==> src/rtl/kgr_pkg.sv <==
// kgr_pkg: shared constants, payload structs and state type for the k-group reverser
// no dependencies; imported by every module of the block
`timescale 1ns / 1ps

package kgr_pkg;

    // chain length, i.e. largest group that can be reversed
    localparam int MAX_GROUP = 16;
    localparam int DATA_W    = 32;
    localparam int GS_W      = 5;
    localparam int CNT_W     = $clog2(MAX_GROUP + 1);

    // input transaction
    typedef struct packed {
        logic signed [DATA_W-1:0] elem_value;
        logic                     list_end;
    } t_in_item;

    // output transaction
    typedef struct packed {
        logic signed [DATA_W-1:0] out_value;
        logic                     run_last;
        logic                     list_done;
    } t_out_item;

    // shift commands broadcast to every cell of the chain
    typedef struct packed {
        logic shr;   // take the left neighbor's contents
        logic shl;   // take the right neighbor's contents
    } t_cell_ctl;

    // sequencer states
    typedef enum logic [1:0] {
        ST_IDLE,
        ST_REV,
        ST_FWD
    } t_state;

endpackage

==> src/rtl/kgr_cell.sv <==
// kgr_cell: one storage cell of the element chain, shifts left or right on command
// depends on kgr_pkg
`timescale 1ns / 1ps

module kgr_cell (
    input  logic                              i_clk,
    input  logic                              i_rst_n,
    input  kgr_pkg::t_cell_ctl                i_ctl,
    input  logic signed [kgr_pkg::DATA_W-1:0] i_left_data,
    input  logic                              i_left_vld,
    input  logic signed [kgr_pkg::DATA_W-1:0] i_right_data,
    input  logic                              i_right_vld,
    output logic signed [kgr_pkg::DATA_W-1:0] o_data,
    output logic                              o_vld
);
    import kgr_pkg::*;

    logic signed [DATA_W-1:0] r_data;
    logic                     r_vld;

    // occupancy flag
    always_ff @(posedge i_clk) begin
        if (!i_rst_n) begin
            r_vld <= 1'b0;
        end else if (i_ctl.shr) begin
            r_vld <= i_left_vld;
        end else if (i_ctl.shl) begin
            r_vld <= i_right_vld;
        end
    end

    // element value
    always_ff @(posedge i_clk) begin
        if (i_ctl.shr) begin
            r_data <= i_left_data;
        end else if (i_ctl.shl) begin
            r_data <= i_right_data;
        end
    end

    assign o_data = r_data;
    assign o_vld  = r_vld;

endmodule

==> src/rtl/k_group_reverser.sv <==
// k_group_reverser: top level, sequencer, output register and the chain of kgr_cell
// depends on kgr_pkg and kgr_cell
`timescale 1ns / 1ps

// Elements enter at cell 0 of a chain of MAX_GROUP cells and push the held ones one
// cell further. An element that neither completes a group nor ends the list leaves the
// block idle for the next one. When a group of n elements is complete, the chain shifts
// back toward cell 0 and emits one element per cycle while the output is not stalled,
// newest first. When the list ends before the group is full, the chain shifts toward
// its far end and emits from the last cell in arrival order, as every element must
// travel the whole chain. Both ends of the chain feed a single output register, so
// at most one result leaves per cycle; the input is taken only while no group is
// draining. The user must write group_size on the configuration channel only while
// the block is idle; the block does not enforce this. Values 0 and 1 pass each element
// through, values above MAX_GROUP act as MAX_GROUP.

module k_group_reverser (
    input  logic                      i_clk,
    input  logic                      i_rst_n,
    // configuration
    input  logic                      i_cfg_valid,
    output logic                      o_cfg_ready,
    input  logic [kgr_pkg::GS_W-1:0]  i_cfg_data,
    // element input
    input  logic                      i_in_valid,
    output logic                      o_in_ready,
    input  kgr_pkg::t_in_item         i_in,
    // result output
    output logic                      o_out_valid,
    input  logic                      i_out_ready,
    output kgr_pkg::t_out_item        o_out
);
    import kgr_pkg::*;

    localparam logic [CNT_W-1:0] MAX_CNT = CNT_W'(MAX_GROUP);
    localparam logic [CNT_W-1:0] ONE_CNT = CNT_W'(1);

    t_state            r_state, n_state;
    logic [GS_W-1:0]   r_group_size;
    logic [CNT_W-1:0]  r_count, n_count;
    logic              r_end, n_end;
    logic              r_out_valid, n_out_valid;
    t_out_item         r_out, n_out;

    t_cell_ctl                cell_ctl;
    logic signed [DATA_W-1:0] cell_data [MAX_GROUP];
    logic                     cell_vld  [MAX_GROUP];

    logic             in_take;
    logic             out_free;
    logic [CNT_W-1:0] group_k;
    logic [CNT_W-1:0] fill;

    // configuration register
    assign o_cfg_ready = 1'b1;

    always_ff @(posedge i_clk) begin
        if (!i_rst_n) begin
            r_group_size <= GS_W'(2);
        end else if (i_cfg_valid) begin
            r_group_size <= i_cfg_data;
        end
    end

    // effective group length
    always_comb begin
        if (r_group_size < GS_W'(2)) begin
            group_k = ONE_CNT;
        end else if (int'(r_group_size) > MAX_GROUP) begin
            group_k = MAX_CNT;
        end else begin
            group_k = CNT_W'(r_group_size);
        end
    end

    assign o_in_ready = (r_state == ST_IDLE);
    assign in_take    = i_in_valid && o_in_ready;
    assign out_free   = !r_out_valid || i_out_ready;
    assign fill       = r_count + ONE_CNT;

    // sequencer: next state, chain shifts and output loading
    always_comb begin
        n_state      = r_state;
        n_count      = r_count;
        n_end        = r_end;
        n_out_valid  = r_out_valid && !i_out_ready;
        n_out        = r_out;
        cell_ctl.shr = 1'b0;
        cell_ctl.shl = 1'b0;
        case (r_state)
            ST_IDLE: begin
                if (in_take) begin
                    cell_ctl.shr = 1'b1;
                    n_count      = fill;
                    n_end        = i_in.list_end;
                    if (fill >= group_k) begin
                        n_state = ST_REV;
                    end else if (i_in.list_end) begin
                        n_state = ST_FWD;
                    end
                end
            end
            ST_REV: begin
                // newest element sits in cell 0
                if (out_free) begin
                    cell_ctl.shl        = 1'b1;
                    n_out_valid         = 1'b1;
                    n_out.out_value     = cell_data[0];
                    n_out.run_last      = (r_count == ONE_CNT);
                    n_out.list_done     = (r_count == ONE_CNT) && r_end;
                    n_count             = r_count - ONE_CNT;
                    if (r_count == ONE_CNT) begin
                        n_state = ST_IDLE;
                    end
                end
            end
            ST_FWD: begin
                // oldest element reaches the far end first
                if (!cell_vld[MAX_GROUP-1]) begin
                    cell_ctl.shr = 1'b1;
                end else if (out_free) begin
                    cell_ctl.shr        = 1'b1;
                    n_out_valid         = 1'b1;
                    n_out.out_value     = cell_data[MAX_GROUP-1];
                    n_out.run_last      = (r_count == ONE_CNT);
                    n_out.list_done     = (r_count == ONE_CNT);
                    n_count             = r_count - ONE_CNT;
                    if (r_count == ONE_CNT) begin
                        n_state = ST_IDLE;
                    end
                end
            end
            default: begin
                n_state = ST_IDLE;
            end
        endcase
    end

    // control registers
    always_ff @(posedge i_clk) begin
        if (!i_rst_n) begin
            r_state     <= ST_IDLE;
            r_count     <= '0;
            r_end       <= 1'b0;
            r_out_valid <= 1'b0;
        end else begin
            r_state     <= n_state;
            r_count     <= n_count;
            r_end       <= n_end;
            r_out_valid <= n_out_valid;
        end
    end

    // output payload register
    always_ff @(posedge i_clk) begin
        r_out <= n_out;
    end

    assign o_out_valid = r_out_valid;
    assign o_out       = r_out;

    // chain of cells, cell 0 takes the incoming element
    for (genvar gi = 0; gi < MAX_GROUP; gi++) begin : g_cell
        logic signed [DATA_W-1:0] left_data, right_data;
        logic                     left_vld, right_vld;

        if (gi == 0) begin : g_head
            assign left_data = i_in.elem_value;
            assign left_vld  = in_take;
        end else begin : g_body
            assign left_data = cell_data[gi-1];
            assign left_vld  = cell_vld[gi-1];
        end

        if (gi == MAX_GROUP - 1) begin : g_tail
            assign right_data = cell_data[gi];
            assign right_vld  = 1'b0;
        end else begin : g_inner
            assign right_data = cell_data[gi+1];
            assign right_vld  = cell_vld[gi+1];
        end

        kgr_cell u_cell (
            .i_clk        (i_clk),
            .i_rst_n      (i_rst_n),
            .i_ctl        (cell_ctl),
            .i_left_data  (left_data),
            .i_left_vld   (left_vld),
            .i_right_data (right_data),
            .i_right_vld  (right_vld),
            .o_data       (cell_data[gi]),
            .o_vld        (cell_vld[gi])
        );
    end

endmodule

==> config.mk <==
export PLATFORM = sky130hd
export DESIGN_NAME = k_group_reverser
export DESIGN_NICKNAME = d
export VERILOG_FILES = /design/src/rtl/kgr_pkg.sv /design/src/rtl/kgr_cell.sv /design/src/rtl/k_group_reverser.sv
export SDC_FILE = /design/constraint.sdc
export NUM_CORES = 1
export LEC_CHECK = 0
export BUFFER_PORTS_ARGS = -buffer_cell sky130_fd_sc_hd__buf_4
export CORE_UTILIZATION = 55
export DETAILED_ROUTE_END_ITERATION = 16
export HOLD_SLACK_MARGIN = 0.02
export PLACE_DENSITY = 0.72
export SKIP_LAST_GASP = 1
export SLEW_MARGIN = 10
export SYNTH_ARGS = -nofsm -noshare
export SYNTH_HDL_FRONTEND = slang
export SYNTH_SLANG_ARGS = --single-unit
==> constraint.sdc <==
create_clock -name i_clk -period 25.6 [get_ports i_clk]
set_input_delay 1.28 -clock i_clk [delete_from_list [all_inputs] [get_ports i_clk]]
set_output_delay 1.28 -clock i_clk [all_outputs]
set_load 0.01 [all_outputs]
==> summary.json, run 1 <==
{
  "yosys": {
    "synthMostInstantiatedCell": "nand2_1",
    "async_set_or_reset_flop_fraction_in_the_synthesized_netlist_pct": 0,
    "synth_cells": 2333,
    "part_of_the_yosys_area_used_for_sequential_elements_pct": 69.7,
    "synth_top_area_share_pct": 67.2,
    "synth_cell_types": 43,
    "count_of_warnings_emitted_by_yosys": 0,
    "synth_edf_count": 546,
    "ys_top_cells_by_area": "edfxtp_1 (67%), nand2_1 (23%), dfxtp_1 (2.5%)",
    "ys_ff_latch": 576,
    "ys.flop_type": "edfxtp_1",
    "synth_top_cell_by_area": "edfxtp_1",
    "postSynthAreaPerCell_sq_um": 10.5,
    "synth_area_sq_um": 24400,
    "yosys-top-cells-count": "nand2_1 (1,477), edfxtp_1 (546), buf_2 (104), mux2_2 (32), dfxtp_1 (30)",
    "synth_fp_nets": 2388
  },
  "min_path": {
    "min_path_type": "register to register",
    "holdPathStages": 0,
    "worstHoldStart": "g_cell[14].u_cell.o_data[12]$_DFFE_PP_",
    "min_delay_worst_endpoint": "g_cell[15].u_cell.o_data[12]$_DFFE_PP_"
  },
  "clock_tree": {
    "post_cts_resized": 0,
    "cts_hold_buffers": 0,
    "clock_tree.root_cell": "clkbuf_16",
    "numCtsBuffers": 59,
    "post-cts-setup-buffer-count": 0,
    "worst_skew_pair.late_latency_ns": 0.60,
    "ctsHtreeMaxLevel": 2,
    "cts_tree": "built",
    "clock-sinks": 576,
    "clkTransAtPathRegs_ns": 0.06,
    "clock_path_buffers": 3
  },
  "cells_and_area": {
    "antenna_cells_inserted": 0,
    "syn2layout_area_growth_pct": 11.1,
    "num-fill-cells": 3489,
    "design_area_sq_um": 27100,
    "nets": 2419,
    "final_layout_size_suffix_gt1_share_pct": 8.99
  },
  "pwr": {
    "total_power_divided_by_cell_area_nw_per_um2": 138,
    "power_frac_seq_pct": 53.7,
    "p_clk_share_pct": 21.9,
    "power_mw": 3.73,
    "switchingPower_mw": 1.22,
    "combinationalPowerShare_pct": 24.3,
    "netSwitchingFraction_pct": 32.6,
    "internal-power_mw": 2.51,
    "p_leak_nw": 11.7,
    "worst_ir_drop_vdd_uv": 78.8
  },
  "timing": {
    "final_max_slew_viol_count": 0,
    "slew-limit-headroom_pct": 24.1,
    "report.final.setup_viol": 0,
    "period_share_pct": 16.8,
    "clock.fmax_mhz": 232,
    "tightestPinTransition_ns": 1.14,
    "finalHoldViolations": 0,
    "fin_setup_tns_ns": 0,
    "rsz0062_at_grt": "no",
    "period_minus_slack_ns": 4.31,
    "finalClockSkew_ns": 0.0132
  },
  "setup_path": {
    "worstRegToRegCells": 7,
    "required_ns": 25.82,
    "path_common_cell": "buf_4",
    "ff2ff_setup_slack_ns": 21.42,
    "setup.worst_path.class": "input port to register",
    "worstSetupStartpointType": "input port",
    "cp_data_arrival_time_ns": 4.53,
    "critPathMaxStageDelay_ns": 0.92,
    "timing.rr.end": "g_cell[3].u_cell.o_data[7]$_DFFE_PP_",
    "critical-path-slowest-cell": "buf_4",
    "setup.worst_path.end_class": "register",
    "cp_max_fo": 84,
    "critical_path.cell_chain": "buf_4 -> nand2b_1 -> nand2_1 -> nand2_4 -> buf_4 -> buf_4",
    "worst_r2r_startpoint": "r_state[1]$_SDFFE_PN0P_"
  },
  "global_routing": {
    "grt_remaining_overflow": 0,
    "grt_pass1_vias": 14747,
    "maximum_number_of_pins_on_one_net_before_global_route_repair": 256,
    "initial_antenna_violation_count": 0,
    "global_route_wire_length_before_repair_mm": 71.4,
    "globalRouteTotalUtil_pct": 19.4
  },
  "die": {
    "die_h_um": 213,
    "core.rowCount": 76,
    "io_pins": 80,
    "die-width_um": 213,
    "start_util_pct": 56.2,
    "design.core.area_sq_um": 43400,
    "floorplan.die_area_sq_um": 45200
  },
  "drt": {
    "detail-route-antenna-nets": 0,
    "route.detailed.wl_per_inst_um": 14.4,
    "drt_pass1_iterations": 6,
    "routed_wirelength_mm": 43.1,
    "route.detailed.vias_per_inst": 5.17,
    "drt_iter0_markers": 1626,
    "detailroute.via_count": 15500,
    "remaining_drc_errors": 0
  },
  "run_status": {
    "status": "finished clean"
  },
  "placed_design": {
    "final_gp_congestion": 0.751,
    "place_hpwl_mm": 23.9,
    "place.port_buffers": 78,
    "detailed_place.area_sq_um": 25300
  },
  "flow_run": {
    "cap_violations": 0
  }
}
per-layer routing:
| metal | GRT usage (%) | part of all wire, % |
|---|---|---|
| met3 | 2.94 | 3.9 |
| met2 | 30.8 | 47 |
| met1 | 27.8 | 47 |
| met4 | 5.63 | 1.8 |
| met5 | 0 | 0 |
final cells by class:
| cell class | instances | area (sq um) | share of cell area (%) |
|---|---|---|---|
| clock buffers | 69 | 1560 | 5.74 |
| multi-input cells | 1625 | 6780 | 25.0 |
| flip-flops and latches | 576 | 17000 | 62.7 |
| clock inverters | 41 | 284 | 1.05 |
| well taps | 585 | 732 | 2.70 |
| inverters | 11 | 48.8 | 0.180 |
| repair buffers | 91 | 708 | 2.61 |
power by group through the flow:
stage / sequential, mW / clock (mW) / combinational, mW
6_report: 2.01 / 0.819 / 0.908
5_1_grt: 2.07 / 0.872 / 1.05
4_1_cts: 2.01 / 0.838 / 0.925
3_5_place_dp: 2.02 / 0 / 0.920
3_3_place_gp: 2.00 / 0 / 0.873
2_1_floorplan: 2.09 / 0 / 0.711
worst max-delay path by stage:
stage | from | endpoint | slack [ns] | depth (start not counted)
2_1_floorplan | i_out_ready | g_cell[0].u_cell.o_data[0]$_DFFE_PP_ | 12.25 | 5
3_3_place_gp | i_out_ready | g_cell[0].u_cell.o_data[10]$_DFFE_PP_ | 20.79 | 6
3_5_place_dp | i_out_ready | g_cell[13].u_cell.o_data[10]$_DFFE_PP_ | 20.68 | 6
4_1_cts | i_out_ready | g_cell[13].u_cell.o_data[9]$_DFFE_PP_ | 21.31 | 6
5_1_grt | r_state[1]$_SDFFE_PN0P_ | g_cell[14].u_cell.o_data[10]$_DFFE_PP_ | 21.10 | 7
6_report | i_out_ready | g_cell[3].u_cell.o_data[7]$_DFFE_PP_ | 21.29 | 6
sequential cells by signal (all words and copies together), names as in the netlist:
name                  flops
o_out                    34
g_cell.u_cell.o_vld      16
r_count                   5
r_group_size              5
g_cell.u_cell.o_data    512
r_end                     1
o_out_valid               1
r_state                   2
through the flow:
| step | hold WS (ns) | std cells | worst slack, ns | util (%) |
|---|---|---|---|---|
| floorplan | 0.426 | 2333 | 12.25 | - |
| global placement | 0.431 | 2888 | 20.79 | 58.3 |
| detailed placement | 0.434 | 2888 | 20.68 | 58.3 |
| CTS | 0.454 | 2998 | 21.31 | 62.5 |
| global route | 0.461 | 2998 | 21.10 | 62.5 |
| finish | 0.451 | 2998 | 21.29 | 62.5 |
logic make-up after synthesis:
logic type | Yosys count | synth area share [%]
AO/OA/AOI/OAI | 45 | 1.42
XOR/XNOR | 5 | 0.180
adder cells (fa/ha/maj) | 12 | 0.616
buffers and inverters | 132 | 2.63
flip-flops | 576 | 69.7
multiplexers | 39 | 1.76
other | 1 | 0.0154
AND/OR/NAND/NOR | 1523 | 23.7
worst max-delay path, delay by kind of cell:
family                 cells  cell delay (ns)
and+or+nand+nor            3             1.38
buffers and inverters      3             1.75
placed cells by master (no fill, tap or decap), types with 2 or more instances in the layout:
master	count
a211oi_1	2
a21oi_1	7
a221oi_1	2
a22oi_1	2
a311oi_1	13
a31oi_1	2
buf_12	2
buf_4	89
bufinv_16	3
clkbuf_1	8
clkbuf_16	61
clkinv_1	17
clkinv_2	13
clkinv_4	2
clkinvlp_4	5
dfxtp_1	30
edfxtp_1	546
ha_1	11
inv_1	9
mux2_2	32
mux2i_1	7
nand2_1	1476
nand2b_1	7
nand3_1	4
nor2_1	24
nor2b_1	2
o21ai_0	5
o31ai_1	2
or3_1	3
xnor2_1	3
xor2_1	2
No activity file was read; power rests on OpenSTA's default activity.
==> run 2, diff against run 1 <==
clock period = 4.5 ns   (was 25.6 ns; I/O delays follow)
==> run 2 against run 1 <==
Non-clock buffer count increased by 49. Die area unchanged. Utilization increased by 1.2 points. Design area increased by 1.9%. Worst setup slack got worse by 20 ns. Global-route usage increased by 0.38 points. First-iteration DRC count decreased by 2.3%. Sequential cell count unchanged. Clock skew increased by 0.0046 ns. Hold slack got worse by 0.39 ns. Clock power increased to 5.6 times the previous value. Critical path type is now register to register.
==> summary.json, run 2 (synthesis gave the netlist of run 1 again) <==
{
  "cells_and_area": {
    "layout_common_cells": "nand2_1 (1,476), edfxtp_1 (546), buf_4 (87)",
    "layout_commonest_cell": "nand2_1",
    "multi_input_comb_area_sq_um": 6780,
    "antenna_cells_inserted": 0,
    "nets": 2469,
    "final_layout_size_suffix_gt1_share_pct": 8.73,
    "num-fill-cells": 3405,
    "largest_reg_flops": 512,
    "syn2layout_area_growth_pct": 13.2,
    "ff_latch_area_sq_um": 17000
  },
  "die": {
    "io_pins": 80,
    "floorplan.die_area_sq_um": 45200,
    "start_util_pct": 56.2,
    "design.core.area_sq_um": 43400,
    "core.rowCount": 76,
    "die-width_um": 213,
    "die_h_um": 213
  },
  "pwr": {
    "total_power_divided_by_cell_area_nw_per_um2": 770,
    "p_leak_nw": 11.9,
    "power_mw": 21.3,
    "worst_ir_drop_vdd_uv": 512
  },
  "drt": {
    "route.detailed.wl_per_inst_um": 14.4,
    "drt_pass1_iterations": 5,
    "route.detailed.vias_per_inst": 5.17,
    "detail-route-antenna-nets": 0,
    "routed_wirelength_mm": 43.9,
    "remaining_drc_errors": 0,
    "detailroute.via_count": 15742,
    "drt_iter0_markers": 1589
  },
  "setup_path": {
    "worst_r2r_startpoint": "r_state[0]$_SDFFE_PN0P_",
    "setup.worst_path.class": "register to register",
    "setup.worst_path.end_class": "register",
    "worstSetupStartpointType": "register",
    "timing.rr.end": "g_cell[6].u_cell.o_data[17]$_DFFE_PP_",
    "cp_data_arrival_time_ns": 3.43,
    "cp_max_fo": 186,
    "worstRegToRegCells": 8,
    "ff2ff_setup_slack_ns": 1.42,
    "required_ns": 4.86
  },
  "clock_tree": {
    "clock-sinks": 576,
    "clock_path_buffers": 3,
    "numCtsBuffers": 60,
    "post_cts_resized": 0,
    "clock_tree.root_cell": "clkbuf_16",
    "post-cts-setup-buffer-count": 0,
    "ctsHtreeMaxLevel": 2,
    "worst_skew_pair.late_latency_ns": 0.62,
    "clkTransAtPathRegs_ns": 0.06,
    "cts_tree": "built"
  },
  "min_path": {
    "worstHoldStart": "i_out_ready",
    "min_delay_worst_endpoint": "o_out_valid$_SDFF_PN0_",
    "holdPathStages": 4,
    "min_path_type": "input port to register"
  },
  "placed_design": {
    "final_gp_congestion": 0.790,
    "place_hpwl_mm": 24.3,
    "pre_cts_ws_ns": 1.53,
    "place.port_buffers": 78
  },
  "global_routing": {
    "global_route_wire_length_before_repair_mm": 72.9,
    "maximum_number_of_pins_on_one_net_before_global_route_repair": 262,
    "grt_pass1_vias": 15211,
    "initial_antenna_violation_count": 0,
    "grt_remaining_overflow": 0,
    "globalRouteTotalUtil_pct": 19.7
  },
  "timing": {
    "slew-limit-headroom_pct": 15.1,
    "final_max_slew_viol_count": 0,
    "clock.fmax_mhz": 325,
    "report.final.setup_viol": 0,
    "fin_setup_tns_ns": 0,
    "tightestPinTransition_ns": 1.27,
    "rsz0062_at_grt": "no",
    "period_minus_slack_ns": 3.08,
    "finalClockSkew_ns": 0.0178,
    "worst_slack_ns": 1.42,
    "period_share_pct": 68.3,
    "finalHoldViolations": 0
  },
  "run_status": {
    "status": "finished clean"
  },
  "flow_run": {
    "cap_violations": 0
  }
}
## run 2: where the power goes
part	switching (mW)	total (mW)	internal (mW)
combinational	3.51	5.26	1.75
clock	2.01	4.58	2.57
sequential	1.43	11.4	10.0
total	6.95	21.3	14.3
## run 2: area by class of cell
class | count | area share [%]
sequential | 576 | 61.6
multi-input combinational | 1625 | 24.6
clock buffer | 73 | 5.65
timing repair buffer | 140 | 4.54
tap | 585 | 2.65
clock inverter | 37 | 0.861
inverter | 11 | 0.177
## run 2: through the flow
stage	hold slack (ns)	util (%)	cell area (sq um)	std cells
global route	0.0673	63.7	27600	3047
floorplan	0.287	-	24400	2333
CTS	0.0240	63.7	27600	3047
detailed placement	0.436	58.5	25400	2891
global placement	0.430	58.5	25400	2891
finish	0.0610	63.7	27600	3047
## run 2: per-layer routing
layer / track usage (%) / wire, um
met1: 28.0 / 20400
met2: 31.4 / 21000
met3: 2.95 / 1560
met4: 6.65 / 959
met5: 0 / 0
## run 2: worst max-delay path by stage
stage	start	to	slack (ns)	depth (start not counted)
5_1_grt	r_state[0]$_SDFFE_PN0P_	g_cell[7].u_cell.o_data[20]$_DFFE_PP_	1.27	8
2_1_floorplan	r_state[0]$_SDFFE_PN0P_	g_cell[0].u_cell.o_data[0]$_DFFE_PP_	0.74	7
3_3_place_gp	r_state[0]$_SDFFE_PN0P_	g_cell[3].u_cell.o_data[16]$_DFFE_PP_	1.66	8
3_5_place_dp	r_state[0]$_SDFFE_PN0P_	g_cell[10].u_cell.o_data[9]$_DFFE_PP_	1.53	8
4_1_cts	r_state[0]$_SDFFE_PN0P_	g_cell[10].u_cell.o_data[9]$_DFFE_PP_	1.53	8
6_report	r_state[0]$_SDFFE_PN0P_	g_cell[6].u_cell.o_data[17]$_DFFE_PP_	1.42	8
## run 2: worst max-delay path: stages, from the launching register on
cell	delay, ns
dfxtp_1	0.37
inv_1	0.09
ha_1	0.30
nand2_1	0.14
a21boi_4	0.60
inv_8	0.44
buf_4	0.50
nand2_1	0.14
nand2_1	0.06
## run 2: timing repair
action,in CTS,in global routing
hold buffers,46,0
setup endpoints to repair,0,0
endpoints found under the hold margin,42,0
